==> src/sv/buffer_pool_frame_manager_assert.svh <==
// assertion macros used by bpfm_ctrl
`ifndef BUFFER_POOL_FRAME_MANAGER_ASSERT_SVH
`define BUFFER_POOL_FRAME_MANAGER_ASSERT_SVH
`ifndef SYNTHESIS
`define BPFM_ASSERT_NOW(lbl, pre, post) \
  lbl: assert property (@(posedge clk) disable iff (!rst_n) (pre) |-> (post)) \
    else $error("assertion failed");
`define BPFM_ASSERT_NEXT(lbl, pre, post) \
  lbl: assert property (@(posedge clk) disable iff (!rst_n) (pre) |=> (post)) \
    else $error("assertion failed");
`else
`define BPFM_ASSERT_NOW(lbl, pre, post)
`define BPFM_ASSERT_NEXT(lbl, pre, post)
`endif
`endif

==> src/sv/bpfm_pkg.sv <==
`default_nettype none
package bpfm_pkg;
  localparam int NUM_FRAMES = 16;
  localparam int IDX_W = $clog2(NUM_FRAMES);
  localparam int CNT_W = $clog2(NUM_FRAMES + 1);

  localparam logic [1:0] OP_PIN   = 2'd0;
  localparam logic [1:0] OP_UNPIN = 2'd1;
  localparam logic [1:0] OP_DIRTY = 2'd2;
  localparam logic [1:0] OP_FORCE = 2'd3;

  localparam logic [1:0] ST_OK           = 2'd0;
  localparam logic [1:0] ST_NOT_PINNED   = 2'd1;
  localparam logic [1:0] ST_NOT_IN_POOL  = 2'd2;
  localparam logic [1:0] ST_ALL_OCCUPIED = 2'd3;

  localparam logic [1:0] POL_FIFO = 2'd0;
  localparam logic [1:0] POL_LRU  = 2'd1;
  localparam logic [1:0] POL_LFU  = 2'd2;

  localparam logic REG_POLICY = 1'b0;
  localparam logic REG_FRAMES = 1'b1;

  typedef struct packed {
    logic [1:0]  op;
    logic [23:0] page_number;
    logic        page_absent_on_disk;
  } in_req_t;

  typedef struct packed {
    logic [1:0]  status;
    logic [3:0]  frame_index;
    logic        hit;
    logic        fetch_needed;
    logic        victim_writeback;
    logic [23:0] victim_page;
    logic        force_write;
  } out_res_t;

  typedef struct packed {
    logic [1:0]       policy;
    logic [CNT_W-1:0] nact;
  } cfg_t;

  // scan token handed from cell to cell
  typedef struct packed {
    logic             valid;
    logic [23:0]      page;
    logic             found;
    logic [IDX_W-1:0] fidx;
    logic             fpin_zero;
    logic             fpin_full;
    logic             empty_f;
    logic [IDX_W-1:0] eidx;
    logic             vic_f;
    logic [IDX_W-1:0] vidx;
    logic [31:0]      vload;
    logic [31:0]      vuse;
    logic [31:0]      vcnt;
    logic             vdirty;
    logic [23:0]      vpage;
  } carry_t;

  typedef enum logic [2:0] {
    U_HIT, U_LOAD, U_UNPIN, U_DIRTY, U_FORCE
  } upd_kind_t;

  typedef struct packed {
    logic             valid;
    logic [IDX_W-1:0] idx;
    upd_kind_t        kind;
    logic [23:0]      page;
    logic             absent;
    logic [31:0]      stamp;
  } upd_t;
endpackage
`default_nettype wire

==> src/sv/bpfm_cell.sv <==
`default_nettype none
module bpfm_cell (
  input  wire logic                        clk,
  input  wire logic                        rst_n,
  input  wire logic [bpfm_pkg::IDX_W-1:0]  cell_idx,
  input  wire bpfm_pkg::cfg_t              cfg,
  input  wire bpfm_pkg::upd_t              upd,
  input  wire bpfm_pkg::carry_t            carry_in,
  output bpfm_pkg::carry_t                 carry_out
);
  logic        mapped_r, dirty_r;
  logic [23:0] page_r;
  logic [7:0]  pin_r;
  logic [31:0] load_r, use_r, cnt_r;
  bpfm_pkg::carry_t carry_r, carry_nxt;
  logic active, better, mine;

  assign active = {1'b0, cell_idx} < cfg.nact;

  // victim ranking against the best so far
  always_comb begin
    case (cfg.policy)
      bpfm_pkg::POL_FIFO: better = load_r < carry_in.vload;
      bpfm_pkg::POL_LRU:  better = use_r < carry_in.vuse;
      default: begin
        better = (cnt_r != carry_in.vcnt) ? (cnt_r < carry_in.vcnt)
                                          : (load_r < carry_in.vload);
      end
    endcase
  end

  // fold this frame into the token
  always_comb begin
    carry_nxt = carry_in;
    if (active && mapped_r && !carry_in.found && page_r == carry_in.page) begin
      carry_nxt.found     = 1'b1;
      carry_nxt.fidx      = cell_idx;
      carry_nxt.fpin_zero = pin_r == 8'd0;
      carry_nxt.fpin_full = pin_r == 8'd255;
    end
    if (active && !mapped_r && !carry_in.empty_f) begin
      carry_nxt.empty_f = 1'b1;
      carry_nxt.eidx    = cell_idx;
    end
    if (active && pin_r == 8'd0 && (!carry_in.vic_f || better)) begin
      carry_nxt.vic_f  = 1'b1;
      carry_nxt.vidx   = cell_idx;
      carry_nxt.vload  = load_r;
      carry_nxt.vuse   = use_r;
      carry_nxt.vcnt   = cnt_r;
      carry_nxt.vdirty = dirty_r;
      carry_nxt.vpage  = page_r;
    end
  end

  always_ff @(posedge clk) begin
    if (!rst_n) carry_r.valid <= 1'b0;
    else carry_r.valid <= carry_nxt.valid;
    carry_r[$bits(bpfm_pkg::carry_t)-2:0] <= carry_nxt[$bits(bpfm_pkg::carry_t)-2:0];
  end
  assign carry_out = carry_r;

  assign mine = upd.valid && upd.idx == cell_idx;

  // apply the broadcast update
  always_ff @(posedge clk) begin
    if (!rst_n) begin
      mapped_r <= 1'b0;
      dirty_r  <= 1'b0;
      page_r   <= '0;
      pin_r    <= '0;
      load_r   <= '0;
      use_r    <= '0;
      cnt_r    <= '0;
    end else if (mine) begin
      case (upd.kind)
        bpfm_pkg::U_HIT: begin
          use_r <= upd.stamp;
          if (cnt_r != 32'hFFFF_FFFF) cnt_r <= cnt_r + 32'd1;
          if (pin_r != 8'd255) pin_r <= pin_r + 8'd1;
        end
        bpfm_pkg::U_LOAD: begin
          mapped_r <= 1'b1;
          page_r   <= upd.page;
          dirty_r  <= upd.absent;
          load_r   <= upd.stamp;
          use_r    <= upd.stamp;
          cnt_r    <= 32'd1;
          pin_r    <= 8'd1;
        end
        bpfm_pkg::U_UNPIN: pin_r <= pin_r - 8'd1;
        bpfm_pkg::U_DIRTY: dirty_r <= 1'b1;
        bpfm_pkg::U_FORCE: dirty_r <= 1'b0;
        default: ;
      endcase
    end
  end
endmodule
`default_nettype wire

==> config.mk <==
export PLATFORM = sky130hd
export DESIGN_NAME = bpfm_cell
export DESIGN_NICKNAME = d
export VERILOG_FILES = /design/src/sv/buffer_pool_frame_manager_assert.svh /design/src/sv/bpfm_pkg.sv /design/src/sv/bpfm_cell.sv
export SDC_FILE = /design/constraint.sdc
export NUM_CORES = 1
export LEC_CHECK = 0
export BUFFER_PORTS_ARGS = -buffer_cell sky130_fd_sc_hd__clkbuf_2
export CORE_ASPECT_RATIO = 1.75
export CORE_MARGIN = 5
export CORE_UTILIZATION = 25
export DETAILED_ROUTE_END_ITERATION = 7
export HOLD_SLACK_MARGIN = 0.08
export PLACE_DENSITY = 0.44
export REMOVE_ABC_BUFFERS = 1
export SKIP_CTS_REPAIR_TIMING = 1
export SYNTH_ARGS = -nofsm -noshare
export SYNTH_HDL_FRONTEND = slang
export SYNTH_SLANG_ARGS = --single-unit
==> constraint.sdc <==
create_clock -name clk -period 5.62 [get_ports clk]
set_input_delay 1.124 -clock clk [delete_from_list [all_inputs] [get_ports clk]]
set_output_delay 1.124 -clock clk [all_outputs]
set_load 0.01 [all_outputs]
==> impl_results.md, run 1 <==
* Pins Over Slew Limit at 0
* Sw frac at 0.2470
* Final setup fails at 0
* PD cells at 289.2 nW/um^2
* Synth Flop Type: dfxtp_1
* Initial Utilization at 0.2528
* Routed wire length at 45,830 um
* Max Clk Rate at 0.2540 GHz
* Post-Syn Area at 13,240 um^2
* Area leader, netlist: dfxtp_1
* Synthesized flop and latch total at 293
* IO buf count at 403
* Skew-Pair Late Insertion Delay at 580 ps
* Seq pwr share at 0.446
* Max capacitance violation total at 0
* Via count of the first global-routing pass at 11,590
* Total track usage at 0.1520
* Setup Skew at 11.01 ps
* DIE AREA at 57,820 um^2
* Avg Cell Area, Syn at 9.626 um^2
* # IOs at 404
* VDD IR-drop max at 0.0002124 V
* Final period util at 0.7006
* Clock share of power at 0.442
* DRT Pass-1 Iters at 5
* P_int at 3.721 mW
* CTS tree: built
* Via count at 11,020
* Grt total ovfl at 0
* Critical Path End Type: flip-flop
* Setup CP Type: primary input to flip-flop
* Yosys warns at 0
* Largest net degree at the start of global routing at 60
* Dominant cells by area after synthesis: dfxtp_1 (44%), ha_1 (9.8%), mux2_2 (7.1%)
* Total CTS buffers at 31
* DR vias/cell at 4.446
* Initial antenna violation count at 13
* Cells after Synth at 1,375
* Hold Fails Final Rpt at 0
* Total power at 4.941 mW
* Hold Slack at 483.9 ps
* Most frequent cells in the layout: clkbuf_2 (402), dfxtp_1 (293), nand2_1 (214), inv_1 (107), ha_1 (104)
* Worst-Margin Slew at 1160 ps
* WP data arrival at 4400 ps
* Die W at 183.9 um
* Hold WC Path Type: flip-flop to flip-flop
* First-pass GRT wire length at 68,280 um
* Core Area at 52,360 um^2
* WL per Instance at 18.49 um
* CP max FO at 41
* Most common cell after layout, fill and taps aside: clkbuf_2
* CTS Root Buffer Type: clkbuf_16
* Antenna violation net count after detailed routing at 0
* Async S/R FF share, synth at 0
* Leakage power at 7.963 nW
* Placer Congestion at 0.8027
* Tmin final at 3937 ps
* Residual DRC at 0
* Layout cells sized above 1 at 0.3147
* Type of origin of the critical path: primary input
* DP Cell Count at 2,413
* Sequential fraction of the synthesis area at 0.4432
* Die H at 314.4 um
* Clock sink count at 293
* Max clock buf depth at 3
* CP Data Required Time at 6080 ps
* Post-synth cell types at 58
* Layout area overhead at 29.11%
* Status: finished, final reports clean
* Unrepaired setup endpoints after global routing: false
* Hpwl dp at 35,730 um
* EDFF count, synth at 0
* Net switching power at 1.220 mW
* Cell Rows at 111
* Final std cells w/o fill at 2,478
* Initial DRC count at 308
* Rel. slew slack at 0.2214
* Share of the synthesized area in the top cell type at 0.4432
* Combinational share of power at 0.113
* Reg clk slew, reported paths at 60 ps
* Final net count at 2,114
* CTS HTree Levels at 1
power by group through the flow:
| stage | registers (mW) | logic, mW | clock network (mW) |
|---|---|---|---|
| after floorplan | 2.29 | 0.241 | 0 |
| after global placement | 2.25 | 0.565 | 0 |
| after detailed placement | 2.25 | 0.571 | 0 |
| after CTS | 2.20 | 0.575 | 2.28 |
| after global routing | 2.21 | 0.613 | 2.36 |
| final | 2.20 | 0.558 | 2.18 |
sequential cells by signal, indices dropped and copies added, names as in the netlist:
signal	count
carry_out	163
cnt_r	32
dirty_r	1
load_r	32
mapped_r	1
page_r	24
pin_r	8
use_r	32
cells by family (layout without fill, tap and decap cells):
family / after synthesis / after routing / share of synthesized area
compound gates: 216 / 216 / 0.1127
xor+xnor: 55 / 55 / 0.03640
fa+ha+maj: 105 / 105 / 0.09983
buf+inv: 164 / 581 / 0.05039
flops: 293 / 293 / 0.4432
mux: 139 / 139 / 0.1173
other cells: 0 / 8 / 0
simple gates: 403 / 403 / 0.1402
metal layers:
| metal | share of wire | track usage | up-vias | wire length (um) |
|---|---|---|---|---|
| li1 | - | - | 5518 | - |
| met1 | 0.37 | 0.1620 | 5078 | 17140 |
| met2 | 0.51 | 0.2821 | 318 | 23530 |
| met3 | 0.075 | 0.04150 | 92 | 3423 |
| met4 | 0.036 | 0.05651 | 12 | 1663 |
| met5 | 0.0015 | 0 | - | 70 |
cell usage after synthesis, types with 2 or more instances:
master / count
nor4_1: 11
nand2b_1: 3
a2111oi_0: 2
o21bai_1: 4
nor2_1: 48
nand4b_1: 2
buf_2: 8
buf_1: 6
a41o_1: 2
nor2b_1: 11
a21oi_1: 50
mux2_2: 84
nand3b_1: 3
o311a_1: 2
o21a_1: 2
nand3_1: 21
nand2_1: 215
mux2_1: 45
nor4b_1: 2
nand4_1: 39
nor3_1: 13
mux2i_1: 10
a22oi_1: 6
a31oi_1: 2
a21boi_0: 90
xnor2_1: 23
a211oi_1: 4
dfxtp_1: 293
nor3b_1: 4
and4_1: 4
o211ai_1: 2
or3_1: 9
and3_1: 8
or4_1: 2
clkbuf_1: 37
ha_1: 104
xor2_1: 32
buf_6: 5
a41oi_1: 2
a21o_1: 11
and2_1: 7
inv_1: 107
o21ai_0: 25
final cells by class:
class                           count  area [um^2]
Sequential cell                   293         5866
Tap cell                          678        848.3
Inverter                          107        401.6
Multi-Input combinational cell    918         6721
Clock inverter                     14        177.7
Timing Repair Buffer              417         2162
Clock buffer                       43        890.9
Antenna cell                        8        20.02
Fill cell                        5550        35270
through the flow:
stage | utilization | setup WS (ps) | setup TNS, ps | cell area [um^2]
6_report | 0.3264 | 1683 | 0 | 17090
5_1_grt | 0.3262 | 1470 | 0 | 17080
3_5_place_dp | 0.3056 | 1028 | 0 | 16000
2_1_floorplan | - | -3006 | -362960 | 12970
3_3_place_gp | 0.3056 | 975.1 | 0 | 16000
4_1_cts | 0.3260 | 1637 | 0 | 17070
worst paths after layout:
path                      from       endpoint  slack (ps)  depth (start not counted)
hold reg to reg       use_r[5]       use_r[5]         480                          2
setup reg to reg     use_r[13]  carry_out[12]        2050                          9
setup / recovery  carry_in[70]  carry_out[12]        1680                         11
hold / removal        use_r[5]       use_r[5]         480                          2
critical path: stages:
cell       delay, ps
clkbuf_2         110
inv_1             50
ha_1             300
a21oi_1           60
o21ai_0          510
a41oi_1          270
nor4b_1          380
a2bb2oi_1        200
o31ai_4          620
buf_12           310
mux2_2           370
Note: power is estimated with default switching activity, not from simulation.
==> run 2, diff against run 1 <==
--- a/config.mk
+++ b/config.mk
@@ -5,13 +5,14 @@
 export SDC_FILE = /design/constraint.sdc
 export NUM_CORES = 1
 export LEC_CHECK = 0
+export ABC_AREA = 1
 export BUFFER_PORTS_ARGS = -buffer_cell sky130_fd_sc_hd__clkbuf_2
 export CORE_ASPECT_RATIO = 1.75
 export CORE_MARGIN = 5
 export CORE_UTILIZATION = 25
 export DETAILED_ROUTE_END_ITERATION = 7
 export HOLD_SLACK_MARGIN = 0.08
-export PLACE_DENSITY = 0.44
+export PLACE_DENSITY = 0.45
 export REMOVE_ABC_BUFFERS = 1
 export SKIP_CTS_REPAIR_TIMING = 1
 export SYNTH_ARGS = -nofsm -noshare
==> constraint.sdc (replaced) <==
create_clock -name clk -period 3.6 [get_ports clk]
set_input_delay 0.72 -clock clk [delete_from_list [all_inputs] [get_ports clk]]
set_output_delay 0.72 -clock clk [all_outputs]
set_load 0.01 [all_outputs]
==> impl_results.md, run 2 <==
* Hold Fails Final Rpt at 0
* Core Area at 55,200 um^2
* WP data arrival at 3100 ps
* Footprint of the multi-input gates at 6869 um^2
* Synth Flop Type: dfxtp_1
* PD cells at 444.9 nW/um^2
* Clock share of power at 0.451
* Hpwl dp at 42,600 um
* DR vias/cell at 4.540
* Antenna violation net count after detailed routing at 0
* Tmin final at 2627 ps
* Yosys warns at 0
* Cell Chain, Critical Path: ha_1, nand2_1, nor2_1, nand4_1, nor4_1, buf_4, nand2_1, nand3_1, nand2_1, nor2_1, nand2_4, nand2_4, buf_4, nand2_1, nand2_1
* Max reg flops at 163
* Worst Path Buf+Inv at 2
* Final setup fails at 0
* Type of origin of the critical path: flip-flop
* CP max FO at 26
* Initial Utilization at 0.2523
* Crit path largest cell delay at 340 ps
* Slowest cell on crit path: buf_4
* Critical Path End Type: flip-flop
* Pins Over Slew Limit at 0
* Initial antenna violation count at 10
* VDD IR-drop max at 0.0002972 V
* Sequential fraction of the synthesis area at 0.4211
* Share of the synthesized area in the top cell type at 0.4211
* Final worst-path setup slack at 972.8 ps
* Final std cells w/o fill at 3,022
* Cells after Synth at 1,890
* Routed wire length at 54,600 um
* CP top delay family: simple AND/OR/NAND/NOR gates
* Reg clk slew, reported paths at 60 ps
* Placer Congestion at 0.8734
* Status: finished, final reports clean
* Residual DRC at 0
* DRT Pass-1 Iters at 5
* Max capacitance violation total at 0
* Dominant cells by area after synthesis: dfxtp_1 (42%), nand2_1 (14%), ha_1 (9.3%)
* Cell Rows at 114
* # IOs at 404
* Final period util at 0.7298
* Most common cell after layout, fill and taps aside: nand2_1
* Layout cells sized above 1 at 0.2322
* Final net count at 2,642
* Max Clk Rate at 0.3806 GHz
* Area leader, netlist: dfxtp_1
* Util after Layout at 0.3293
* Placement Setup Slack at 432.1 ps
* Initial DRC count at 551
* Worst-Margin Slew at 860.3 ps
* Max clock buf depth at 3
* WL per Instance at 18.07 um
* IO buf count at 403
* Total track usage at 0.1742
* DP Cell Count at 2,956
* Most common library cells after synthesis: nand2_1 (519), dfxtp_1 (293), inv_1 (208), nand3_1 (186), a21oi_1 (180)
* Layout area overhead at 30.51%
* CTS Root Buffer Type: clkbuf_16
* CP Data Required Time at 4070 ps
* Seq pwr share at 0.428
* Sw frac at 0.2658
* Combinational share of power at 0.121
* Largest net degree at the start of global routing at 114
* Hold Slack at 316.1 ps
* CTS tree: built
* CTS HTree Levels at 2
* Async S/R FF share, synth at 0
* Post-Syn Area at 13,930 um^2
* Post-route setup TNS at 0 ps
* Clock sink count at 293
* Rel. slew slack at 0.4222
* Area occupied by registers at 5866 um^2
* Post-synth cell types at 33
* Leakage power at 9.121 nW
* Count leader, synth: nand2_1
* Finished Cell Area at 18,180 um^2
* Most frequent cells in the layout: nand2_1 (519), clkbuf_2 (403), dfxtp_1 (293), inv_1 (208), nand3_1 (185)
* Fillers at 5,998
* Total power at 8.088 mW
* Hold WC Path Type: primary input to flip-flop
* Unrepaired setup endpoints after global routing: false
* Die H at 322.3 um
* First-pass GRT wire length at 82,570 um
* Placed inst area at 17,010 um^2
* Via count at 13,720
* Avg Cell Area, Syn at 7.370 um^2
* Setup Skew at 17.03 ps
* Synthesized flop and latch total at 293
* DIE AREA at 60,730 um^2
* Total CTS buffers at 34
* Skew-Pair Late Insertion Delay at 530 ps
* Via count of the first global-routing pass at 14,120
* Grt total ovfl at 0
* EDFF count, synth at 0
* Setup CP Type: flip-flop to flip-flop
* P_int at 5.938 mW
* Cell mode on critical path: nand2_1
* Net switching power at 2.150 mW
* Die W at 188.4 um
==> run 2: path summary, 6_finish.rpt <==
check | cells after the start | to | slack, ps | startpoint
worst max-delay path | 15 | carry_out[106] | 970 | load_r[31]
worst max register to register | 15 | carry_out[106] | 970 | load_r[31]
worst min-delay path | 1 | carry_out[151] | 320 | carry_in[151]
worst min register to register | 2 | load_r[26] | 470 | load_r[26]
==> run 2: logic make-up after synthesis <==
kind of cell             after synthesis  share of synthesized area
AND/OR/NAND/NOR                      869                     0.2657
buffers and inverters                300                    0.08758
flip-flops                           293                     0.4211
AO/OA/AOI/OAI                        276                     0.1012
adder cells (fa/ha/maj)              105                    0.09485
XOR/XNOR                              47                    0.02955
==> run 2: final cells by class <==
type | instances | share of cell area
inverters | 212 | 0.04377
multi-input cells | 1297 | 0.3778
repair buffers | 458 | 0.1433
diodes | 5 | 0.0006882
flip-flops and latches | 293 | 0.3226
clock inverters | 15 | 0.008878
clock buffers | 46 | 0.05499
well taps | 696 | 0.04790
==> run 2: routing by layer <==
metal / up-vias / wire length (um) / share of wire / global-route usage
met5: - / 49 / 0.00090 / 0
met4: 8 / 1975 / 0.036 / 0.06806
li1: 6929 / - / - / -
met3: 97 / 3273 / 0.060 / 0.04049
met1: 6298 / 19280 / 0.35 / 0.1718
met2: 387 / 30020 / 0.55 / 0.3468
==> run 2: power groups by stage <==
stage | registers [mW] | clock network, mW | logic (mW)
floorplan | 3.60 | 0 | 0.339
global placement | 3.54 | 0 | 0.999
detailed placement | 3.54 | 0 | 1.00
global route | 3.48 | 3.88 | 1.10
CTS | 3.47 | 3.77 | 1.01
finish | 3.46 | 3.65 | 0.979
==> run 3, diff against run 2 <==
==> constraint.sdc (replaced) <==
create_clock -name clk -period 2.3 [get_ports clk]
set_input_delay 0.46 -clock clk [delete_from_list [all_inputs] [get_ports clk]]
set_output_delay 0.46 -clock clk [all_outputs]
set_load 0.01 [all_outputs]
==> impl_results.md, run 3 (synthesized netlist as in run 2, its figures left out) <==
* Via count of the first global-routing pass at 14,550
* DR vias/cell at 4.544
* Final std cells w/o fill at 3,211
* Most common cell after layout, fill and taps aside: nand2_1
* Antenna violation net count after detailed routing at 0
* DIE AREA at 60,730 um^2
* CP max FO at 8
* Max capacitance violation total at 0
* Fillers at 5,843
* Grt total ovfl at 0
* Max reg flops at 163
* Routed wire length at 60,420 um
* PD cells at 637.4 nW/um^2
* Skew-Pair Late Insertion Delay at 580 ps
* Final net count at 2,832
* Max clock buf depth at 3
* Die H at 322.3 um
* Die W at 188.4 um
* Tmin final at 2610 ps
* Reg clk slew, reported paths at 70 ps
* Setup Skew at 14.16 ps
* Hold Fails Final Rpt at 0
* Unrepaired setup endpoints after global routing: true
* Final period util at 1.135
* IO buf count at 403
* Largest net degree at the start of global routing at 61
* Status: complete, but fails checks
* CP Data Required Time at 2770 ps
* WL per Instance at 18.82 um
* DRT Pass-1 Iters at 5
* Pins Over Slew Limit at 0
* Final worst-path setup slack at -309.7 ps
* Worst-Margin Slew at 535.6 ps
* Clock sink count at 293
* DP Cell Count at 3,080
* Type of origin of the critical path: flip-flop
* Hpwl dp at 45,020 um
* Total track usage at 0.1782
* Placer Congestion at 0.9131
* Setup CP Type: flip-flop to flip-flop
* CTS Root Buffer Type: clkbuf_16
* Initial antenna violation count at 7
* Layout area overhead at 47.14%
* Hold WC Path Type: primary input to flip-flop
* Via count at 14,590
* VDD IR-drop max at 0.0005230 V
* Most frequent cells in the layout: nand2_1 (464), clkbuf_2 (403), dfxtp_1 (288), inv_1 (208), nand3_1 (181)
* Layout cells sized above 1 at 0.3044
* Residual DRC at 0
* Util after Layout at 0.3713
* Max Clk Rate at 0.3832 GHz
* Total CTS buffers at 31
* Critical Path End Type: flip-flop
* WP data arrival at 3080 ps
* Rel. slew slack at 0.6396
* Cell Rows at 114
* CTS tree: built
* Initial Utilization at 0.2523
* Total power at 13.06 mW
* CTS HTree Levels at 1
* Leakage power at 10.26 nW
* Final setup fails at 126
* First-pass GRT wire length at 84,820 um
* # IOs at 404
* Failing checks: setup timing
* Initial DRC count at 564
* Core Area at 55,200 um^2
[run 3: worst paths after layout]
path	from	endpoint	slack (ps)	depth (start not counted)
setup reg to reg	cnt_r[31]	carry_out[111]	-310	16
hold / removal	carry_in[121]	carry_out[121]	80	3
hold reg to reg	page_r[7]	carry_out[7]	470	2
setup / recovery	cnt_r[31]	carry_out[111]	-310	16
[run 3: cell type report]
type	count	area (um^2)	share of cell area
multi-input combinational	1299	7266	0.3545
sequential	293	5872	0.2865
timing repair buffer	649	4558	0.2224
tap	696	870.8	0.04249
clock buffer	40	869.6	0.04243
inverter	212	795.8	0.03883
clock inverter	17	251.5	0.01227
antenna	5	12.51	0.0006105
[run 3: worst max-delay path, cell delays in order (launching register included)]
cell,delay [ps]
dfxtp_1,330
ha_1,300
nand2_1,90
nor4_2,300
buf_4,150
and2_1,160
buf_12,120
nand2_1,60
nand2_2,80
a21boi_2,70
nand2_2,120
nand2_8,100
buf_4,160
buf_12,150
clkbuf_16,170
nand3_1,60
nand2_1,80
[run 3: through the flow]
step | area (um^2) | TNS (ps) | setup slack (ps) | hold slack (ps)
6_report | 20500 | -31170 | -309.7 | 75.04
4_1_cts | 19130 | -50830 | -574.4 | -27.28
3_3_place_gp | 18010 | -90240 | -879.8 | 453.8
5_1_grt | 20490 | -53770 | -466.6 | 75.84
2_1_floorplan | 13510 | -527500 | -2802 | 440.5
3_5_place_dp | 18010 | -88200 | -868.6 | 459.4
[run 3: metal layers]
metal / vias up / wire, um / GRT usage
met1: 6751 / 21590 / 0.1792
met2: 420 / 33840 / 0.3627
met3: 93 / 3192 / 0.03281
li1: 7326 / - / -
met5: - / 13 / 0
met4: 2 / 1781 / 0.05850
[run 3: power breakdown]
part	internal [mW]	switching, mW
clock network	3.33	2.26
registers	5.33	0.102
logic	0.873	1.17
