==> src/sv/buffer_pool_frame_manager_assert.svh <==
// assertion macros used by bpfm_ctrl
`ifndef BUFFER_POOL_FRAME_MANAGER_ASSERT_SVH
`define BUFFER_POOL_FRAME_MANAGER_ASSERT_SVH
`ifndef SYNTHESIS
`define BPFM_ASSERT_NOW(lbl, pre, post) \
  lbl: assert property (@(posedge clk) disable iff (!rst_n) (pre) |-> (post)) \
    else $error("assertion failed");
`define BPFM_ASSERT_NEXT(lbl, pre, post) \
  lbl: assert property (@(posedge clk) disable iff (!rst_n) (pre) |=> (post)) \
    else $error("assertion failed");
`else
`define BPFM_ASSERT_NOW(lbl, pre, post)
`define BPFM_ASSERT_NEXT(lbl, pre, post)
`endif
`endif

==> src/sv/bpfm_pkg.sv <==
`default_nettype none
package bpfm_pkg;
  localparam int NUM_FRAMES = 16;
  localparam int IDX_W = $clog2(NUM_FRAMES);
  localparam int CNT_W = $clog2(NUM_FRAMES + 1);

  localparam logic [1:0] OP_PIN   = 2'd0;
  localparam logic [1:0] OP_UNPIN = 2'd1;
  localparam logic [1:0] OP_DIRTY = 2'd2;
  localparam logic [1:0] OP_FORCE = 2'd3;

  localparam logic [1:0] ST_OK           = 2'd0;
  localparam logic [1:0] ST_NOT_PINNED   = 2'd1;
  localparam logic [1:0] ST_NOT_IN_POOL  = 2'd2;
  localparam logic [1:0] ST_ALL_OCCUPIED = 2'd3;

  localparam logic [1:0] POL_FIFO = 2'd0;
  localparam logic [1:0] POL_LRU  = 2'd1;
  localparam logic [1:0] POL_LFU  = 2'd2;

  localparam logic REG_POLICY = 1'b0;
  localparam logic REG_FRAMES = 1'b1;

  typedef struct packed {
    logic [1:0]  op;
    logic [23:0] page_number;
    logic        page_absent_on_disk;
  } in_req_t;

  typedef struct packed {
    logic [1:0]  status;
    logic [3:0]  frame_index;
    logic        hit;
    logic        fetch_needed;
    logic        victim_writeback;
    logic [23:0] victim_page;
    logic        force_write;
  } out_res_t;

  typedef struct packed {
    logic [1:0]       policy;
    logic [CNT_W-1:0] nact;
  } cfg_t;

  // scan token handed from cell to cell
  typedef struct packed {
    logic             valid;
    logic [23:0]      page;
    logic             found;
    logic [IDX_W-1:0] fidx;
    logic             fpin_zero;
    logic             fpin_full;
    logic             empty_f;
    logic [IDX_W-1:0] eidx;
    logic             vic_f;
    logic [IDX_W-1:0] vidx;
    logic [31:0]      vload;
    logic [31:0]      vuse;
    logic [31:0]      vcnt;
    logic             vdirty;
    logic [23:0]      vpage;
  } carry_t;

  typedef enum logic [2:0] {
    U_HIT, U_LOAD, U_UNPIN, U_DIRTY, U_FORCE
  } upd_kind_t;

  typedef struct packed {
    logic             valid;
    logic [IDX_W-1:0] idx;
    upd_kind_t        kind;
    logic [23:0]      page;
    logic             absent;
    logic [31:0]      stamp;
  } upd_t;
endpackage
`default_nettype wire

==> src/sv/bpfm_ctrl.sv <==
`default_nettype none
module bpfm_ctrl (
  input  wire logic               clk,
  input  wire logic               rst_n,
  input  wire logic               start,
  output logic                    busy,
  input  wire bpfm_pkg::in_req_t  in_req,
  output logic                    out_valid,
  output bpfm_pkg::out_res_t      out_res,
  input  wire logic               psel,
  input  wire logic               penable,
  input  wire logic               pwrite,
  input  wire logic [2:0]         paddr,
  input  wire logic [31:0]        pwdata,
  output logic [31:0]             prdata,
  output logic                    pready,
  output bpfm_pkg::cfg_t          cfg,
  output bpfm_pkg::carry_t        launch,
  input  wire bpfm_pkg::carry_t   tail,
  output bpfm_pkg::upd_t          upd
);
  typedef enum logic [1:0] {S_IDLE = 2'b01, S_SCAN = 2'b10} state_t;
  state_t state_r, state_nxt;
  logic [1:0]  policy_r;
  logic [4:0]  frames_r;
  logic [31:0] stamp_r, stamp_nxt;
  logic [11:0] pinned_r, pinned_nxt;
  bpfm_pkg::in_req_t  req_r;
  bpfm_pkg::carry_t   launch_r;
  bpfm_pkg::out_res_t res_nxt, res_r;
  logic out_valid_r, accept, done;

  assign pready = 1'b1;
  assign busy   = state_r != S_IDLE;
  assign accept = start && !busy;
  assign done   = state_r == S_SCAN && tail.valid;

  // register file
  always_ff @(posedge clk) begin
    if (!rst_n) begin
      policy_r <= bpfm_pkg::POL_FIFO;
      frames_r <= 5'd16;
    end else if (psel && penable && pwrite) begin
      if (paddr[2] == bpfm_pkg::REG_POLICY) policy_r <= pwdata[1:0];
      else frames_r <= pwdata[4:0];
    end
  end
  assign prdata = (paddr[2] == bpfm_pkg::REG_FRAMES) ? {27'd0, frames_r} : {30'd0, policy_r};

  assign cfg.policy = policy_r;
  assign cfg.nact = (frames_r > 5'(bpfm_pkg::NUM_FRAMES)) ?
                    bpfm_pkg::CNT_W'(bpfm_pkg::NUM_FRAMES) : bpfm_pkg::CNT_W'(frames_r);

  // launch token for the chain
  always_ff @(posedge clk) begin
    if (!rst_n) launch_r.valid <= 1'b0;
    else launch_r.valid <= accept;
    if (accept) begin
      launch_r.page    <= in_req.page_number;
      launch_r.found   <= 1'b0;
      launch_r.empty_f <= 1'b0;
      launch_r.vic_f   <= 1'b0;
      req_r            <= in_req;
    end
    launch_r.fidx <= '0; launch_r.fpin_zero <= 1'b0; launch_r.fpin_full <= 1'b0;
    launch_r.eidx <= '0; launch_r.vidx <= '0; launch_r.vload <= '0;
    launch_r.vuse <= '0; launch_r.vcnt <= '0; launch_r.vdirty <= 1'b0;
    launch_r.vpage <= '0;
  end
  assign launch = launch_r;

  // decision on the finished scan
  always_comb begin
    res_nxt    = '0;
    upd        = '0;
    upd.kind   = bpfm_pkg::U_HIT;
    upd.page   = req_r.page_number;
    upd.absent = req_r.page_absent_on_disk;
    upd.stamp  = stamp_r;
    stamp_nxt  = stamp_r;
    pinned_nxt = pinned_r;
    case (req_r.op)
      bpfm_pkg::OP_PIN: begin
        if (tail.found) begin
          res_nxt.hit = 1'b1;
          upd.idx     = tail.fidx;
          if (!tail.fpin_full && pinned_r != 12'd4095) pinned_nxt = pinned_r + 12'd1;
        end else if (tail.empty_f || (tail.vic_f && policy_r <= bpfm_pkg::POL_LFU)) begin
          upd.kind = bpfm_pkg::U_LOAD;
          upd.idx  = tail.empty_f ? tail.eidx : tail.vidx;
          res_nxt.fetch_needed = !req_r.page_absent_on_disk;
          if (!tail.empty_f && tail.vdirty) begin
            res_nxt.victim_writeback = 1'b1;
            res_nxt.victim_page      = tail.vpage;
          end
          if (pinned_r != 12'd4095) pinned_nxt = pinned_r + 12'd1;
        end else begin
          res_nxt.status = bpfm_pkg::ST_ALL_OCCUPIED;
        end
        if (res_nxt.status == bpfm_pkg::ST_OK) stamp_nxt = stamp_r + 32'd1;
      end
      bpfm_pkg::OP_UNPIN: begin
        upd.kind = bpfm_pkg::U_UNPIN;
        upd.idx  = tail.fidx;
        if (!tail.found) res_nxt.status = bpfm_pkg::ST_NOT_IN_POOL;
        else if (tail.fpin_zero) res_nxt.status = bpfm_pkg::ST_NOT_PINNED;
        else if (pinned_r != 12'd0) pinned_nxt = pinned_r - 12'd1;
      end
      bpfm_pkg::OP_DIRTY: begin
        upd.kind = bpfm_pkg::U_DIRTY;
        upd.idx  = tail.fidx;
        if (!tail.found) res_nxt.status = bpfm_pkg::ST_NOT_PINNED;
      end
      default: begin
        upd.kind = bpfm_pkg::U_FORCE;
        upd.idx  = tail.fidx;
        if (!tail.found) res_nxt.status = bpfm_pkg::ST_NOT_IN_POOL;
        else res_nxt.force_write = 1'b1;
      end
    endcase
    upd.valid = done && res_nxt.status == bpfm_pkg::ST_OK;
    if (res_nxt.status == bpfm_pkg::ST_OK) res_nxt.frame_index = 4'(upd.idx);
    if (!done) begin
      stamp_nxt  = stamp_r;
      pinned_nxt = pinned_r;
    end
  end

  // sequencer
  always_comb begin
    state_nxt = state_r;
    case (state_r)
      S_IDLE:  if (accept) state_nxt = S_SCAN;
      S_SCAN:  if (done) state_nxt = S_IDLE;
      default: state_nxt = S_IDLE;
    endcase
  end

  always_ff @(posedge clk) begin
    if (!rst_n) begin
      state_r     <= S_IDLE;
      out_valid_r <= 1'b0;
      stamp_r     <= '0;
      pinned_r    <= '0;
    end else begin
      state_r     <= state_nxt;
      out_valid_r <= done;
      stamp_r     <= stamp_nxt;
      pinned_r    <= pinned_nxt;
    end
    if (done) res_r <= res_nxt;
  end
  assign out_valid = out_valid_r;
  assign out_res   = res_r;

`include "buffer_pool_frame_manager_assert.svh"
  `BPFM_ASSERT_NEXT(a_accept_busy, accept, busy)
  `BPFM_ASSERT_NEXT(a_done_strobe, done, out_valid && !busy)
  `BPFM_ASSERT_NOW(a_tail_only_scan, tail.valid, state_r == S_SCAN)
  `BPFM_ASSERT_NOW(a_fail_index, out_valid && out_res.status != bpfm_pkg::ST_OK,
                   out_res.frame_index == 4'd0 && !out_res.hit && !out_res.force_write)
endmodule
`default_nettype wire
==> config.mk <==
export PLATFORM = sky130hd
export DESIGN_NAME = bpfm_ctrl
export DESIGN_NICKNAME = d
export VERILOG_FILES = /design/src/sv/bpfm_pkg.sv /design/src/sv/bpfm_ctrl.sv
export VERILOG_INCLUDE_DIRS = /design/src /design/src/sv
export SDC_FILE = /design/constraint.sdc
export NUM_CORES = 1
export LEC_CHECK = 0
export BUFFER_PORTS_ARGS = -buffer_cell sky130_fd_sc_hd__buf_2
export CORE_AREA = 10 10 202 204
export DETAILED_ROUTE_END_ITERATION = 10
export DIE_AREA = 0 0 212 214
export REMOVE_ABC_BUFFERS = 1
export SKIP_CTS_REPAIR_TIMING = 1
export SYNTH_ARGS = -nofsm -noshare
export SYNTH_HDL_FRONTEND = slang
export SYNTH_SLANG_ARGS = --single-unit
==> constraint.sdc <==
create_clock -name clk -period 2.9 [get_ports clk]
set_input_delay 0.435 -clock clk [delete_from_list [all_inputs] [get_ports clk]]
set_output_delay 0.435 -clock clk [all_outputs]
set_load 0.01 [all_outputs]
==> impl_metrics.env, run 1 <==
export IMPL_drt_wl_total_um=20500
export IMPL_ys_warn_count=0
export IMPL_layout_min_cycle_time_ps=2690
export IMPL_die_w_um=212
export IMPL_timing_critical_path_from_type="register"
export IMPL_post_route_cells_drive_above_1_share_pct=33.4
export IMPL_path_buf_inv=2
export IMPL_seq_area_frac_synth_pct=44.4
export IMPL_pwr_density_cell_nw_per_um2=457
export IMPL_p_sw_share_pct=28.3
export IMPL_die_h_um=214
export IMPL_cts_buffers=9
export IMPL_global_route_usage_total_pct=8.50
export IMPL_run_status="completed"
export IMPL_timing_max_cap_violations=0
export IMPL_vias_per_cell=3.36
export IMPL_cts_tree="yes"
export IMPL_dr_first_iter_drc_count=177
export IMPL_power_report_internal_total_w=0.00231
export IMPL_clkTransAtPathRegs_ps=80
export IMPL_path_cells="inv_1 > ha_1 > nand2b_1 > a211o_1 > or2_2 > nand2_1 > buf_2"
export IMPL_total_leakage_power_nw=3.23
export IMPL_clock_root_buffer="sky130_fd_sc_hd__clkbuf_16"
export IMPL_worst_path_max_delay_cell="sky130_fd_sc_hd__edfxtp_1"
export IMPL_critical_path_max_stage_delay_ps=420
export IMPL_synth_area_top_cells="sky130_fd_sc_hd__edfxtp_1 (30%), sky130_fd_sc_hd__buf_4 (27%), sky130_fd_sc_hd__dfxtp_1 (14%), sky130_fd_sc_hd__mux2i_1 (4.6%), sky130_fd_sc_hd__and2_1 (3.1%)"
export IMPL_timing_critical_path_fanout_max=5
export IMPL_clock_tree_buffer_depth=2
export IMPL_routed_via_count=4191
export IMPL_final_nets=1004
export IMPL_synth_area_leader_cell="sky130_fd_sc_hd__edfxtp_1"
export IMPL_overflow=0
export IMPL_ir_worst_vdd_v=0.000269
export IMPL_clock_sink_count=104
export IMPL_clockPowerShare_pct=37.0
export IMPL_crit_path_end_kind="output port"
export IMPL_utilization_pct=19.0
export IMPL_ant_nets=0
export IMPL_finalMaxSlewViolations=0
export IMPL_core_area_um2=37000
export IMPL_hpwl_um=17000
export IMPL_final_period_utilization_pct=92.7
export IMPL_setup_total_negative_slack_ps=0
export IMPL_synth_cell_type_count=50
export IMPL_yosys_register_bits=104
export IMPL_worst_clock_skew_ps=9.72
export IMPL_grt_pass1_wl_um=28200
export IMPL_number_of_global_route_vias_before_repair=4417
export IMPL_layout_commonest_cell="sky130_fd_sc_hd__buf_2"
export IMPL_cts_htree_levels=3
export IMPL_share_comb_of_total_power_pct=12.6
export IMPL_io_pins=535
export IMPL_worst_pin_slew_ps=730
export IMPL_syn_to_final_growth_pct=16.1
export IMPL_worst_endpoint_required_time_ps=2470
export IMPL_max_clock_freq_ghz=0.372
export IMPL_synth_ff_type="sky130_fd_sc_hd__edfxtp_1"
export IMPL_timing_hold_violations_final=0
export IMPL_netlist_area_leader_share_pct=30.2
export IMPL_ys_async_sr_fraction_pct=0
export IMPL_antennaDiodeCount=0
export IMPL_hold_path_class="in -> reg"
export IMPL_crit_arrival_ps=2250
export IMPL_rows=71
export IMPL_setup_violations=0
export IMPL_die_footprint_um2=45400
export IMPL_drt_wirelength_per_cell_um=16.4
export IMPL_grt_setup_unrepaired="no"
export IMPL_layout_common_cells="sky130_fd_sc_hd__buf_2 (218), sky130_fd_sc_hd__conb_1 (166), sky130_fd_sc_hd__edfxtp_1 (61), sky130_fd_sc_hd__dfxtp_1 (43), sky130_fd_sc_hd__nand2_1 (37)"
export IMPL_drc=0
export IMPL_grt_start_max_net_pins=37
export IMPL_max_slew_margin_pct=51.0
export IMPL_postSynthAreaPerCell_um2=10.2
export IMPL_latest_clock_arrival_within_the_worst_skew_pair_ps=370
export IMPL_netlist_area_um2=6060
export IMPL_share_seq_of_total_power_pct=50.4
export IMPL_power_net_switching_w=0.000910
export IMPL_number_of_iterations_in_the_first_detailed_routing_pass=4
export IMPL_initial_antenna_violation_count=0
export IMPL_syn_instance_count=596
export IMPL_initial_core_util_pct=16.4
export IMPL_timing_critical_path_max_delay_family="simple AND/OR/NAND/NOR gates"
export IMPL_synth_edff_count=61
export IMPL_place_gp_congestion=0.767
export IMPL_setup_worst_path_class="reg -> out"
export IMPL_placement_io_buffers=218
-- routing by layer --
layer	up-vias	global-route usage, %	wire length [um]
li1	1984	-	-
met1	1962	9.84	8710
met2	234	13.8	9470
met3	11	3.52	2040
met4	0	2.81	240
met5	-	0	0
-- worst paths after layout --
kind | cells past startpoint | slack, ps | from | to
worst max-delay path | 7 | 210 | req_r[26] | upd[61]
worst min-delay path | 1 | 230 | in_req[13] | launch[150]
worst max register to register | 6 | 640 | req_r[26] | stamp_r[14]
worst min register to register | 2 | 470 | stamp_r[31] | stamp_r[31]
-- logic make-up (layout without fill, tap and decap cells) --
| family | Yosys count | count (layout) | share of synthesized area (%) |
|---|---|---|---|
| AND/OR/NAND/NOR | 171 | 171 | 16.0 |
| buffers and inverters | 238 | 251 | 28.3 |
| multiplexers | 30 | 30 | 4.99 |
| other | 2 | 166 | 0.124 |
| XOR/XNOR | 3 | 3 | 0.434 |
| adder cells (fa/ha/maj) | 5 | 5 | 1.03 |
| flip-flops | 104 | 104 | 44.4 |
| AO/OA/AOI/OAI | 43 | 43 | 4.64 |
-- registers in the layout, summed over array words and instances, names as in the netlist --
| register | cells |
|---|---|
| stamp_r | 32 |
| policy_r | 2 |
| state_r | 2 |
| out_res | 34 |
| launch | 25 |
| out_valid | 1 |
| upd | 1 |
| frames_r | 5 |
| req_r | 2 |
-- layout make-up --
type                       instances  area [um^2]
timing repair buffer             227         1160
multi-input combinational        418         2290
fill                            4133        30000
sequential                       104         2690
clock inverter                     5         41.3
tap                              474          593
clock buffer                      11          233
inverter                           8         30.0
-- cell usage after synthesis, types with 2 or more instances --
cell	instances
sky130_fd_sc_hd__nor3_1	4
sky130_fd_sc_hd__a211o_1	2
sky130_fd_sc_hd__or3_1	3
sky130_fd_sc_hd__a21o_1	2
sky130_fd_sc_hd__nand3_1	16
sky130_fd_sc_hd__a21bo_2	2
sky130_fd_sc_hd__inv_1	8
sky130_fd_sc_hd__o31ai_1	6
sky130_fd_sc_hd__conb_1	2
sky130_fd_sc_hd__mux2i_1	28
sky130_fd_sc_hd__dfxtp_1	43
sky130_fd_sc_hd__and3_1	4
sky130_fd_sc_hd__and4_1	2
sky130_fd_sc_hd__mux2_2	2
sky130_fd_sc_hd__xor2_1	2
sky130_fd_sc_hd__buf_4	216
sky130_fd_sc_hd__nand4_1	16
sky130_fd_sc_hd__a21oi_1	17
sky130_fd_sc_hd__nand2b_1	16
sky130_fd_sc_hd__buf_2	4
sky130_fd_sc_hd__nand2_1	37
sky130_fd_sc_hd__clkbuf_1	8
sky130_fd_sc_hd__o21ai_0	5
sky130_fd_sc_hd__ha_1	5
sky130_fd_sc_hd__nor2_1	17
sky130_fd_sc_hd__or4_1	7
sky130_fd_sc_hd__nor2b_1	4
sky130_fd_sc_hd__and2_1	30
sky130_fd_sc_hd__edfxtp_1	61
sky130_fd_sc_hd__or2_2	5
sky130_fd_sc_hd__nor4_1	2
sky130_fd_sc_hd__nor3b_1	2
-- power groups by stage --
stage	registers, W	logic [W]	clock network [W]
global route	0.00163	0.000445	0.00132
global placement	0.00165	0.000394	0
floorplan	0.00168	0.000171	0
finish	0.00162	0.000404	0.00119
detailed placement	0.00166	0.000399	0
CTS	0.00162	0.000399	0.00128
-- per-stage QoR --
step                total power (W)  cell area (um^2)  std cells  hold slack, ps  worst slack [ps]
finish                      0.00322              7040       1247             231               212
detailed placement          0.00206              6760       1231             464               580
global route                0.00339              7040       1247             194              47.8
CTS                         0.00330              7040       1247             194               163
floorplan                   0.00185              4990        530             470               496
global placement            0.00205              6760       1231             456               622
No activity file was read; power rests on OpenSTA's default activity.
==> run 2, diff against run 1 <==
Settings changed: CORE_AREA 10 10 202 204 to 10 10 198 200, DIE_AREA 0 0 212 214 to 0 0 208 210.
==> impl_metrics.env, run 2 (synthesis gave the netlist of run 1 again) <==
export IMPL_setup_worst_path_class="reg -> out"
export IMPL_grt_pass1_wl_um=28000
export IMPL_syn_to_final_growth_pct=16.1
export IMPL_crit_path_end_kind="output port"
export IMPL_clockPowerShare_pct=38.1
export IMPL_max_slew_margin_pct=54.4
export IMPL_largest_register_ffs=34
export IMPL_latest_clock_arrival_within_the_worst_skew_pair_ps=370
export IMPL_worst_pin_slew_ps=677
export IMPL_worst_clock_skew_ps=15.7
export IMPL_die_h_um=210
export IMPL_final_nets=1004
export IMPL_clkTransAtPathRegs_ps=80
export IMPL_vias_per_cell=3.41
export IMPL_share_comb_of_total_power_pct=12.3
export IMPL_timing_critical_path_fanout_max=5
export IMPL_grt_start_max_net_pins=35
export IMPL_crit_arrival_ps=2280
export IMPL_place_gp_congestion=0.798
export IMPL_die_w_um=208
export IMPL_post_route_cells_drive_above_1_share_pct=33.2
export IMPL_number_of_global_route_vias_before_repair=4347
export IMPL_worst_endpoint_required_time_ps=2470
export IMPL_clock_sink_count=104
export IMPL_layout_min_cycle_time_ps=2710
export IMPL_antennaDiodeCount=0
export IMPL_timing_max_cap_violations=0
export IMPL_layout_commonest_cell="sky130_fd_sc_hd__buf_2"
export IMPL_cts_tree="yes"
export IMPL_pwr_density_cell_nw_per_um2=465
export IMPL_timing_critical_path_max_delay_family="simple AND/OR/NAND/NOR gates"
export IMPL_run_status="completed"
export IMPL_power_report_internal_total_w=0.00239
export IMPL_dr_first_iter_drc_count=230
export IMPL_placement_io_buffers=218
export IMPL_max_clock_freq_ghz=0.369
export IMPL_rows=69
export IMPL_power_net_switching_w=0.000882
export IMPL_dp_cells=1218
export IMPL_die_footprint_um2=43700
export IMPL_drc=0
export IMPL_core_area_um2=35200
export IMPL_finalMaxSlewViolations=0
export IMPL_timing_hold_violations_final=0
export IMPL_hpwl_um=16700
export IMPL_ir_worst_vdd_v=0.000278
export IMPL_share_seq_of_total_power_pct=49.6
export IMPL_routed_via_count=4213
export IMPL_final_period_utilization_pct=93.5
export IMPL_timing_critical_path_from_type="register"
export IMPL_clock_tree_buffer_depth=2
export IMPL_final_cell_count_no_fill=1234
export IMPL_path_buf_inv=2
export IMPL_setup_violations=0
export IMPL_layout_common_cells="sky130_fd_sc_hd__buf_2 (218), sky130_fd_sc_hd__conb_1 (166), sky130_fd_sc_hd__edfxtp_1 (61), sky130_fd_sc_hd__dfxtp_1 (43), sky130_fd_sc_hd__nand2_1 (37)"
export IMPL_overflow=0
export IMPL_path_cells="inv_1 > ha_1 > nand2b_1 > a211o_1 > or2_2 > nand2_1 > buf_2"
export IMPL_initial_antenna_violation_count=1
export IMPL_number_of_iterations_in_the_first_detailed_routing_pass=5
export IMPL_global_route_usage_total_pct=8.56
export IMPL_initial_core_util_pct=17.2
export IMPL_critical_path_max_stage_delay_ps=410
export IMPL_flop_to_flop_setup_slack_ps=650
export IMPL_cts_htree_levels=3
export IMPL_setup_total_negative_slack_ps=0
export IMPL_grt_setup_unrepaired="no"
export IMPL_cts_buffers=9
export IMPL_drt_wirelength_per_cell_um=16.2
export IMPL_total_leakage_power_nw=3.23
export IMPL_io_pins=535
export IMPL_p_sw_share_pct=27.0
export IMPL_clock_root_buffer="sky130_fd_sc_hd__clkbuf_16"
export IMPL_worst_path_max_delay_cell="sky130_fd_sc_hd__edfxtp_1"
export IMPL_drt_wl_total_um=20000
export IMPL_ant_nets=0
export IMPL_hold_path_class="in -> reg"
## run 2: changes by cell type in the layout (fill, tap and decap cells not counted)
cell,previous run,this run
sky130_fd_sc_hd__clkbuf_1,2,3
sky130_fd_sc_hd__inv_6,2,0
sky130_fd_sc_hd__bufinv_16,0,1
## run 2: final timing paths
kind              cells past startpoint          end         from
setup reg to reg                      6  stamp_r[14]    req_r[26]
hold / removal                        1  launch[148]   in_req[11]
setup / recovery                      7      upd[61]    req_r[26]
hold reg to reg                       2  stamp_r[31]  stamp_r[31]
## run 2: routing by layer
metal / wire length (um) / vias up / GRT usage [%]
met5: 12 / - / 0
met1: 8640 / 1963 / 10.0
met4: 273 / 2 / 2.82
met2: 9110 / 245 / 13.3
met3: 1960 / 16 / 4.38
li1: - / 1987 / -
## run 2: stage by stage
step | instance area, um^2 | util (%) | setup WS (ps) | hold WS, ps | power, W
global placement | 6750 | 19.2 | 605 | 461 | 0.00205
detailed placement | 6750 | 19.2 | 571 | 469 | 0.00205
CTS | 7040 | 20.0 | 152 | 199 | 0.00335
global route | 7040 | 20.0 | 13.0 | 203 | 0.00344
floorplan | 4990 | - | 496 | 470 | 0.00185
finish | 7040 | 20.0 | 190 | 234 | 0.00327
## run 2: layout make-up
type	count	area, um^2
repair buffers	227	1160
inverters	8	30.0
flip-flops and latches	104	2690
clock buffers	12	236
well taps	461	577
fillers	3929	28200
multi-input cells	418	2290
clock inverters	4	53.8
## run 2: worst reg2reg max path: cells and delay by family, from the launching register on
| family | cells | cell delay (ps) |
|---|---|---|
| fa+ha+maj | 1 | 330 |
| compound gates | 2 | 410 |
| flops | 1 | 410 |
| buf+inv | 1 | 140 |
| simple gates | 2 | 900 |
## run 2: power by group through the flow
stage                     Sequential, W  Combinational [W]  Clock, W
after global placement          0.00165           0.000393         0
after global routing            0.00163           0.000442   0.00137
after floorplan                 0.00168           0.000171         0
after CTS                       0.00162           0.000398   0.00133
after detailed placement        0.00166           0.000396         0
final                           0.00162           0.000402   0.00125
==> run 3, diff against run 2 <==
Clock period 2.9 ns to 2.25 ns, I/O delays scaled along.
==> impl_metrics.env, run 3 (synthesis gave the netlist of run 1 again) <==
export IMPL_dr_first_iter_drc_count=177
export IMPL_pre_cts_ws_ps=54.7
export IMPL_latest_clock_arrival_within_the_worst_skew_pair_ps=370
export IMPL_violations="setup timing"
export IMPL_run_status="finished, violations left"
export IMPL_worst_path_stages=6
export IMPL_global_route_usage_total_pct=8.69
export IMPL_cts_tree="yes"
export IMPL_post_route_cells_drive_above_1_share_pct=36.2
export IMPL_crit_arrival_ps=1980
export IMPL_syn_to_final_growth_pct=19.0
export IMPL_hold_path_class="in -> reg"
export IMPL_grt_start_max_net_pins=35
export IMPL_critical_r2r_capture="stamp_r[6]"
export IMPL_routed_via_count=4285
export IMPL_layout_min_cycle_time_ps=2320
export IMPL_cts_buffers=9
export IMPL_worst_hold_path_num_cells=1
export IMPL_initial_antenna_violation_count=1
export IMPL_path_cells="buf_6 > ha_4 > or4_4 > nand2_2 > nand2_1 > buf_2"
export IMPL_dp_cells=1228
export IMPL_largest_register_ffs=34
export IMPL_vias_per_cell=3.44
export IMPL_die_w_um=208
export IMPL_timing_max_cap_violations=0
export IMPL_drc=0
export IMPL_clock_tree_buffer_depth=2
export IMPL_max_clock_freq_ghz=0.432
export IMPL_die_footprint_um2=43700
export IMPL_number_of_global_route_vias_before_repair=4486
export IMPL_ir_worst_vdd_v=0.000344
export IMPL_crit_path_end_kind="output port"
export IMPL_timing_hold_violations_final=0
export IMPL_timing_hold_worst_endpoint="launch[148]"
export IMPL_final_period_utilization_pct=103
export IMPL_die_h_um=210
export IMPL_setup_violations=5
export IMPL_timing_critical_path_from_type="register"
export IMPL_final_cell_count_no_fill=1246
export IMPL_setup_worst_path_class="reg -> out"
export IMPL_final_nets=1016
export IMPL_path_buf_inv=2
export IMPL_clock_root_buffer="sky130_fd_sc_hd__clkbuf_16"
export IMPL_grt_pass1_wl_um=28600
export IMPL_flop_to_flop_setup_slack_ps=170
export IMPL_drt_wirelength_per_cell_um=16.4
export IMPL_place_gp_congestion=0.802
export IMPL_timing_critical_path_fanout_max=7
export IMPL_finalPower_w=0.00417
export IMPL_overflow=0
export IMPL_worst_path_max_delay_cell="sky130_fd_sc_hd__or4_4"
export IMPL_worst_clock_skew_ps=14.0
export IMPL_worst_endpoint_required_time_ps=1910
export IMPL_ant_nets=0
export IMPL_total_leakage_power_nw=3.30
export IMPL_layout_common_cells="sky130_fd_sc_hd__buf_2 (217), sky130_fd_sc_hd__conb_1 (166), sky130_fd_sc_hd__edfxtp_1 (61), sky130_fd_sc_hd__dfxtp_1 (43), sky130_fd_sc_hd__nand2_1 (32)"
export IMPL_clock_sink_count=104
export IMPL_drt_wl_total_um=20500
export IMPL_critical_path_max_stage_delay_ps=570
export IMPL_grt_setup_unrepaired="yes"
export IMPL_placement_io_buffers=218
export IMPL_worst_pin_slew_ps=612
export IMPL_rr_worst_depth=8
export IMPL_regToRegStartpoint="req_r[25]"
export IMPL_core_area_um2=35200
export IMPL_timing_critical_path_max_delay_family="simple AND/OR/NAND/NOR gates"
export IMPL_io_pins=535
export IMPL_pwr_density_cell_nw_per_um2=578
export IMPL_cts_htree_levels=3
export IMPL_clkTransAtPathRegs_ps=80
export IMPL_antennaDiodeCount=0
export IMPL_number_of_iterations_in_the_first_detailed_routing_pass=5
export IMPL_initial_core_util_pct=17.2
export IMPL_worstHoldStart="in_req[11]"
export IMPL_max_slew_margin_pct=58.9
export IMPL_rows=69
export IMPL_hpwl_um=17000
export IMPL_layout_commonest_cell="sky130_fd_sc_hd__buf_2"
export IMPL_layout_setup_ws_ps=-66.4
export IMPL_finalMaxSlewViolations=0
[run 3: layout make-up]
class                   count  area [um^2]
clock buffers               9          225
clock inverters             7         46.3
fillers                  3953        28000
inverters                   8         30.0
multi-input cells         418         2370
flip-flops and latches    104         2690
well taps                 461          577
repair buffers            239         1270
[run 3: worst register-to-register path, cell delays in order, from the launching register on]
cell and delay (ps):
sky130_fd_sc_hd__edfxtp_1 440, sky130_fd_sc_hd__inv_2 110, sky130_fd_sc_hd__ha_4 150, sky130_fd_sc_hd__buf_4 130
sky130_fd_sc_hd__and4b_1 220, sky130_fd_sc_hd__o21ai_1 230, sky130_fd_sc_hd__buf_4 260, sky130_fd_sc_hd__or3_1 340
sky130_fd_sc_hd__a21oi_1 140
[run 3: stage by stage]
stage	hold WS [ps]	setup TNS [ps]	util, %	instance area [um^2]
floorplan	399	-5230	-	4990
global placement	459	0	19.4	6840
detailed placement	465	0	19.4	6840
CTS	106	-1410	20.2	7110
global route	107	-812	20.5	7210
finish	136	-243	20.5	7210
[run 3: worst max-delay path by stage]
stage / endpoint / from
finish: upd[63] / req_r[25]
global route: upd[60] / req_r[25]
CTS: upd[61] / req_r[26]
detailed placement: upd[61] / req_r[26]
global placement: upd[61] / req_r[26]
floorplan: out_res[0] / state_r[1]
[run 3: metal layers]
metal / GRT usage (%) / part of all wire (%) / up-vias
met2: 13.6 / 46 / 242
met1: 10.7 / 44 / 2015
met5: 0 / 0.063 / -
met3: 3.78 / 8.5 / 16
met4: 2.42 / 1.1 / 2
li1: - / - / 2010
[run 3: report_power, final]
| group | switching, W | internal, W |
|---|---|---|
| Clock | 0.000763 | 0.000750 |
| Sequential | 0.0000276 | 0.00206 |
| Combinational | 0.000389 | 0.000174 |
